<file path="config.mk">
export PLATFORM = sky130hd
export DESIGN_NAME = sliding_window_receiver_core
export DESIGN_NICKNAME = d
export VERILOG_FILES = /design/src/hdl/swr_pkg.sv /design/src/hdl/sliding_window_receiver_core.sv
export SDC_FILE = /design/constraint.sdc
export NUM_CORES = 1
export LEC_CHECK = 0
export ABC_AREA = 1
export BUFFER_PORTS_ARGS = -buffer_cell sky130_fd_sc_hd__buf_2
export CAP_MARGIN = 15
export CORE_UTILIZATION = 50
export CTS_CLUSTER_DIAMETER = 200
export CTS_CLUSTER_SIZE = 24
export DETAILED_ROUTE_END_ITERATION = 7
export PLACE_DENSITY = 0.71
export SYNTH_ARGS = -nofsm -noshare
export SYNTH_HDL_FRONTEND = slang
export SYNTH_SLANG_ARGS = --single-unit
</file>
<file path="constraint.sdc">
create_clock -name clk -period 3.45 [get_ports clk]
set_input_delay 0.5175 -clock clk [delete_from_list [all_inputs] [get_ports clk]]
set_output_delay 0.5175 -clock clk [all_outputs]
set_load 0.01 [all_outputs]
</file>
<file path="src/hdl/swr_pkg.sv">
package swr_pkg;

	// Field widths
	localparam int SEQ_W  = 31;
	localparam int ACK_W  = 32;
	localparam int WIN_W  = 7;
	localparam int CFG_W  = 31;
	localparam int IDX_W  = 1;
	localparam int IN_W   = 32;
	localparam int OUT_W  = 40;

	// Default receive window store depth
	localparam int WINDOW_MAX_DEF = 64;

	// Register indexes
	localparam logic [IDX_W-1:0] REG_WINDOW_SIZE   = 1'b0;
	localparam logic [IDX_W-1:0] REG_MESSAGE_COUNT = 1'b1;

	// Register reset values
	localparam logic [WIN_W-1:0] WINDOW_SIZE_RST   = 7'd64;
	localparam logic [CFG_W-1:0] MESSAGE_COUNT_RST = 31'd20000;

	// Ack value before anything is in order
	localparam logic [ACK_W-1:0] ACK_NONE = '1;

endpackage

</file>
<file path="src/hdl/sliding_window_receiver_core.sv">
// Receiver side of a sliding-window protocol with cumulative acknowledgment. Each input word
// carries one frame sequence number; each frame gives one output word (none if a window_size
// write cuts the frame off first) holding the cumulative ack (next expected minus one, all
// ones before anything is in order), an accepted flag and a done flag. The received marks
// live in a one-bit synchronous memory of WINDOW_MAX entries that is read, checked and
// written back one entry a cycle. A frame passes through accept, slot address, check and
// output load, and the output load waits while the output register holds an unaccepted
// result. A frame that fills the gap at the window base releases its own slot in the check
// step and then walks over every further slot released, one memory access a cycle, ending
// with one more read. One frame is in flight at a time, while a finished result may still
// wait on the output register. After reset and every window_size write a clearing pass
// sweeps every memory entry, accepting no frame; configuration writes are taken at any time.
module sliding_window_receiver_core #(
	parameter int WINDOW_MAX = swr_pkg::WINDOW_MAX_DEF
) (
	input  logic                      clk,
	input  logic                      arst_n,
	// Configuration write port
	input  logic                      cfg_we,
	input  logic [swr_pkg::IDX_W-1:0] cfg_index,
	input  logic [swr_pkg::CFG_W-1:0] cfg_wdata,
	// Frame input
	input  logic                      s_tvalid,
	output logic                      s_tready,
	input  logic [swr_pkg::IN_W-1:0]  s_tdata,   // [30:0] seq_num, [31] zero
	// Result output
	output logic                      m_tvalid,
	input  logic                      m_tready,
	output logic [swr_pkg::OUT_W-1:0] m_tdata    // [31:0] ack_seq, [32] accepted,
	                                             // [33] done_res, [39:34] zero
);

	localparam int WW = $clog2(WINDOW_MAX + 1);
	localparam int SW = (WINDOW_MAX > 1) ? $clog2(WINDOW_MAX) : 1;
	localparam int CW = (WW > swr_pkg::WIN_W) ? WW : swr_pkg::WIN_W;

	localparam logic [2:0] S_CLR  = 3'd0;
	localparam logic [2:0] S_IDLE = 3'd1;
	localparam logic [2:0] S_SLOT = 3'd2;
	localparam logic [2:0] S_CHK  = 3'd3;
	localparam logic [2:0] S_ADV  = 3'd4;
	localparam logic [2:0] S_OUT  = 3'd5;

	// Control state
	logic [2:0]                  state_q;
	logic [SW-1:0]               clr_q;
	logic [swr_pkg::WIN_W-1:0]   window_q;
	logic [swr_pkg::CFG_W-1:0]   mcount_q;
	logic [swr_pkg::SEQ_W-1:0]   next_q;
	logic [SW-1:0]               base_q;
	logic [WW-1:0]               n_q;
	logic                        out_valid_q;

	// Per-frame payload
	logic [WW-1:0]               off_q;
	logic                        in_win_q;
	logic                        zero_off_q;
	logic                        done_q;
	logic                        acc_q;
	logic [SW-1:0]               slot_q;
	logic [swr_pkg::OUT_W-1:0]   out_data_q;

	// Slot memory
	logic                        mem [WINDOW_MAX];
	logic                        rd_q;
	logic                        mem_we;
	logic [SW-1:0]               mem_wa;
	logic                        mem_wd;
	logic [SW-1:0]               mem_ra;

	logic [CW-1:0]               win_ext;
	logic [WW-1:0]               w_eff;
	logic [WW-1:0]               base_p1;
	logic [SW-1:0]               base_inc;
	logic [WW:0]                 slot_sum;
	logic [WW:0]                 slot_mod;
	logic [swr_pkg::SEQ_W-1:0]   seq_in;
	logic [swr_pkg::SEQ_W-1:0]   off_full;
	logic                        in_acc;
	logic                        out_free;
	logic                        fill_hit;
	logic [swr_pkg::ACK_W-1:0]   ack_val;

	assign s_tready = (state_q == S_IDLE);
	assign m_tvalid = out_valid_q;
	assign m_tdata  = out_data_q;

	assign in_acc   = s_tvalid && s_tready;
	assign out_free = !out_valid_q || m_tready;
	assign seq_in   = s_tdata[swr_pkg::SEQ_W-1:0];
	assign off_full = seq_in - next_q;

	// Clamp the window to the store depth, a zero window counting as one
	assign win_ext = CW'(window_q);
	always_comb begin
		priority if (win_ext == '0) begin
			w_eff = WW'(1);
		end else if (win_ext > CW'(WINDOW_MAX)) begin
			w_eff = WW'(WINDOW_MAX);
		end else begin
			w_eff = WW'(win_ext);
		end
	end

	// Step the base slot round the window
	assign base_p1  = WW'(base_q) + WW'(1);
	assign base_inc = (base_p1 == w_eff) ? '0 : SW'(base_p1);

	// Slot of the frame: base plus offset, folded once
	assign slot_sum = (WW + 1)'(base_q) + (WW + 1)'(off_q);
	assign slot_mod = (slot_sum >= (WW + 1)'(w_eff)) ? slot_sum - (WW + 1)'(w_eff) : slot_sum;

	// A free in-window slot was found
	assign fill_hit = in_win_q && !rd_q;

	assign ack_val = (next_q == '0) ? swr_pkg::ACK_NONE
	                                : {1'b0, next_q - swr_pkg::SEQ_W'(1)};

	// Memory access select
	always_comb begin
		mem_we = 1'b0;
		mem_wa = slot_q;
		mem_wd = 1'b0;
		mem_ra = SW'(slot_mod);
		unique case (state_q)
			S_CLR: begin
				mem_we = 1'b1;
				mem_wa = clr_q;
			end
			S_CHK: begin
				if (fill_hit) begin
					mem_we = 1'b1;
					if (zero_off_q) begin
						mem_wa = base_q;
						mem_ra = base_inc;
					end else begin
						mem_wd = 1'b1;
					end
				end
			end
			S_ADV: begin
				mem_wa = base_q;
				mem_ra = base_inc;
				mem_we = rd_q && (n_q < w_eff);
			end
			default: begin
			end
		endcase
	end

	always_ff @(posedge clk) begin
		if (mem_we) begin
			mem[mem_wa] <= mem_wd;
		end
		rd_q <= mem[mem_ra];
	end

	// Sequencer and configuration
	always_ff @(posedge clk or negedge arst_n) begin
		if (!arst_n) begin
			state_q     <= S_CLR;
			clr_q       <= '0;
			window_q    <= swr_pkg::WINDOW_SIZE_RST;
			mcount_q    <= swr_pkg::MESSAGE_COUNT_RST;
			next_q      <= '0;
			base_q      <= '0;
			n_q         <= '0;
			out_valid_q <= 1'b0;
		end else begin
			if (out_valid_q && m_tready) begin
				out_valid_q <= 1'b0;
			end
			unique case (state_q)
				S_CLR: begin
					clr_q <= clr_q + SW'(1);
					if (clr_q == SW'(WINDOW_MAX - 1)) begin
						state_q <= S_IDLE;
					end
				end
				S_IDLE: begin
					if (in_acc) begin
						state_q <= S_SLOT;
					end
				end
				S_SLOT: begin
					state_q <= S_CHK;
				end
				S_CHK: begin
					if (fill_hit && zero_off_q) begin
						next_q  <= next_q + swr_pkg::SEQ_W'(1);
						base_q  <= base_inc;
						n_q     <= WW'(1);
						state_q <= S_ADV;
					end else begin
						state_q <= S_OUT;
					end
				end
				S_ADV: begin
					if (rd_q && (n_q < w_eff)) begin
						next_q <= next_q + swr_pkg::SEQ_W'(1);
						base_q <= base_inc;
						n_q    <= n_q + WW'(1);
					end else begin
						state_q <= S_OUT;
					end
				end
				S_OUT: begin
					if (out_free) begin
						out_valid_q <= 1'b1;
						state_q     <= S_IDLE;
					end
				end
				default: begin
					state_q <= S_CLR;
				end
			endcase
			// Register writes; a window write restarts the clearing pass
			if (cfg_we) begin
				unique case (cfg_index)
					swr_pkg::REG_WINDOW_SIZE: begin
						window_q <= cfg_wdata[swr_pkg::WIN_W-1:0];
						base_q   <= '0;
						clr_q    <= '0;
						state_q  <= S_CLR;
					end
					swr_pkg::REG_MESSAGE_COUNT: begin
						mcount_q <= cfg_wdata;
					end
					default: begin
					end
				endcase
			end
		end
	end

	// Frame payload
	always_ff @(posedge clk) begin
		if (in_acc) begin
			off_q      <= off_full[WW-1:0];
			in_win_q   <= (off_full < swr_pkg::SEQ_W'(w_eff));
			zero_off_q <= (off_full == '0);
			done_q     <= (mcount_q != '0) && (seq_in == mcount_q - swr_pkg::CFG_W'(1));
		end
		if (state_q == S_SLOT) begin
			slot_q <= SW'(slot_mod);
		end
		if (state_q == S_CHK) begin
			acc_q <= fill_hit;
		end
		if ((state_q == S_OUT) && out_free) begin
			out_data_q <= {6'd0, done_q, acc_q, ack_val};
		end
	end

endmodule

</file>
==> results.md <==
* Crit Path Max Fanout at 13
* Clock Path Buffers at 3
* Total Nets Final at 2,048
* Max-slew violation count at 0
* Routed Antenna Nets at 0
* Initial DRC count at just over 900
* RSZ-0062 raised after global routing: true
* Final Core Density at 0.5831
* Pleak at ~7.4 nW
* Fin Clk Skew at around 0.028 ns
* Initial antenna violation count at 0
* Max IR drop VDD at between 0.0005 and 0.0006 V
* Outcome: finished, final reports clean
* F_max at about 300 MHz
* Critical path class: reg -> reg
* Min Tclk post-route at 3.425 ns
* Register area share after synthesis at 0.4100
* Power per Cell Area at 695.2 nW/um2
* Num CTS Buffers at 12
* Clk root buf: clkbuf_16
* First-pass GRT wire length at between 60,000 and 70,000 um
* Number of synthesized register bits at between 200 and 250
* Max Cap Viol at 0
* GRT overflow at 0
* DR vias at 12,210
* Core Area at around 28,000 um2
* Clock latency on the worst-skew pair at 0.49 ns
* DRT Pass-1 Iters at 5
* PortBufs at slightly above 100
* Rel. slew slack at 0.2944
* Routability cong. at between 0.9 and 1
* Fillers at around 2,600
* Final Power at 0.01126 W
* Area Overhead vs Synth at 14.85%
* Slowest-stage cell, CP: fa_2
* Syn Area/Cell at just over 8 um2
* Global Route Usage Sum at 0.2620
* Hold_buf cts at 0
* Routed len/inst at approximately 16 um
* Syn Inst Count at approximately 1,700
* # setup viols final at 0
* Layout cells sized above 1 at 0.1678
* N_diodes at 0
* Std cell rows at 61
* Slowest stage delay, CP at about 0.53 ns
* Worst-Margin Slew at about 1.1 ns
* Clock slew at reported path FFs at 0.11 ns
* TritonCTS clock tree: yes
* Cell variety after synth at 64
* Hold Violations, Final at 0
* Via density at around 5.3
* Startpoint Class: register
* Vias in the first global route at around 12,000
* Post-synth EDFFs at between 100 and 150
* Setup crit end kind: register
* CP arrival at approximately 3.9 ns
* WP data required at ~3.9 ns
* Tcrit/Tclk final at 0.9927
* I/O pin cnt at 111
* Final wirelength at approximately 37,000 um
* Mapped Area at around 14,000 um2
* CTS sink cnt at 208
* Chip width at 170.0 um
* Die height at ~170 um
* Post-synth top flop: edfxtp_1
* Async set-reset flop share out of synthesis at 0.4423
* Pin count of the biggest net entering global routing at 65
* Hold Crit Class: in -> async
* Clock H-tree levels at 1
* Initial Utilization at 0.5077
* Hpwl dp at approximately 28,000 um
* DRC at 0
* Ys Warns at 0
* Die ar. at a little under 30,000 um2
cell families (layout without fill, tap and decap cells):
| kind of cell | Yosys count | in the layout | share of synthesized area |
|---|---|---|---|
| AO/OA/AOI/OAI | 220 | 220 | 0.09199 |
| XOR/XNOR | 114 | 114 | 0.07079 |
| adder cells (fa/ha/maj) | 66 | 66 | 0.06014 |
| buffers and inverters | 292 | 463 | 0.08276 |
| flip-flops | 208 | 208 | 0.4100 |
| multiplexers | 21 | 21 | 0.01677 |
| other | 1 | 6 | 0.0002659 |
| AND/OR/NAND/NOR | 821 | 821 | 0.2673 |
timing repair:
action / in CTS / in global routing
cloned: 1 / 0
setup endpoints to repair: 1 / 76
pin swaps: 6 / 11
buffers inserted: 2 / 2
gates resized for setup: 22 / 29
where the power goes:
group | internal [W] | switching (W)
Clock | 0.000710 | 0.000861
Sequential | 0.00308 | 0.000192
Combinational | 0.00242 | 0.00400
Total | 0.00620 | 0.00506
path summary, 6_finish.rpt:
check	start	endpoint	slack [ns]	cells past startpoint
min reg2reg	acc_q$_DFFE_PP_	m_tdata[32]$_DFFE_PP_	0.44	0
min in group clk	m_tready	m_tvalid$_DFF_PN0_	0.21	2
max in group asynchronous	arst_n	next_q[27]$_DFFE_PN0P_	2.68	2
max reg2reg	base_q[0]$_DFF_PN0_	rd_q$_DFF_P_	0.03	25
max	base_q[0]$_DFF_PN0_	rd_q$_DFF_P_	0.03	25
min	arst_n	state_q[0]$_DFF_PN0_	0.03	1
cell usage in the layout, fill, tap and decap left out, types with 5 or more instances in the layout:
cell type	synthesis	layout
inv_1	241	238
dfstp_2	6	6
nor2_4	3	6
o21ai_0	82	78
buf_2	6	102
nor2_2	7	11
nor2_1	226	219
dfrtp_1	86	86
nand2_2	8	11
o2111ai_1	5	5
ha_1	63	58
nor3_2	4	5
nand3_2	1	8
nand2_1	306	301
nand4_1	40	40
clkbuf_1	17	6
buf_12	0	5
a31oi_1	8	7
buf_4	11	83
o211ai_1	15	15
edfxtp_1	115	115
clkbuf_16	0	13
a21oi_1	77	75
o221ai_1	8	8
xor2_1	78	76
xnor2_1	36	35
conb_1	1	6
mux2_2	21	21
nor3_1	30	29
inv_2	10	11
nand2_4	3	5
nand3b_1	25	25
nand3_1	135	128
nor4_1	16	16
metal layers:
metal | up-vias | wire, um | global-route usage
met4 | 0 | 1315 | 0.09557
met3 | 63 | 1953 | 0.03465
met5 | - | 0 | 0
met2 | 314 | 17570 | 0.4453
met1 | 5678 | 16160 | 0.3404
li1 | 6152 | - | -
sequential cells by signal (all words and copies together), names as in the netlist:
name	cells
m_tvalid	1
m_tdata	34
n_q	7
slot_q	6
mcount_q	31
win_ext	7
off_q	7
zero_off_q	1
clr_q	6
base_q	6
next_q	31
in_win_q	1
acc_q	1
done_q	1
rd_q	1
state_q	3
mem	64
cell type report:
| cell class | instances | area (um2) | area share |
|---|---|---|---|
| clock buffer | 19 | 347.8 | 0.02147 |
| tap | 378 | 473.0 | 0.02920 |
| inverter | 252 | 957.2 | 0.05909 |
| clock inverter | 1 | 8.758 | 0.0005407 |
| timing repair buffer | 191 | 1261 | 0.07786 |
| sequential | 208 | 5783 | 0.3570 |
| multi-input combinational | 1248 | 7368 | 0.4549 |
worst max-delay path: cells and delay by family (launching register included):
family | cells | cell delay (ns)
buf+inv | 3 | 0.29
flops | 1 | 0.40
simple gates | 19 | 1.58
fa+ha+maj | 3 | 1.07
synth_stat cells (30+ instances only):
| cell type | instances | area share |
|---|---|---|
| inv_1 | 241 | 0.064 |
| xnor2_1 | 36 | 0.022 |
| dfrtp_1 | 86 | 0.15 |
| nand4_1 | 40 | 0.018 |
| ha_1 | 63 | 0.056 |
| nor2_1 | 226 | 0.060 |
| nor3_1 | 30 | 0.011 |
| nand3_1 | 135 | 0.048 |
| a21oi_1 | 77 | 0.027 |
| edfxtp_1 | 115 | 0.24 |
| o21ai_0 | 82 | 0.029 |
| xor2_1 | 78 | 0.048 |
| nand2_1 | 306 | 0.081 |
metrics by stage:
step | hold slack [ns] | std cells | cell area (um2) | TNS [ns] | worst slack (ns)
after global placement | 0.4019 | 2273 | 15600 | -0.1902 | -0.1895
after detailed placement | 0.4052 | 2273 | 15600 | -0.4463 | -0.2798
final | 0.03110 | 2297 | 16200 | 0 | 0.02530
after CTS | 0.06326 | 2295 | 16070 | 0 | 0.01644
after floorplan | 0.2219 | 1748 | 14120 | 0 | 0.06147
after global routing | 0.08523 | 2297 | 16200 | -0.2709 | -0.1958
No activity file was read; power rests on OpenSTA's default activity.
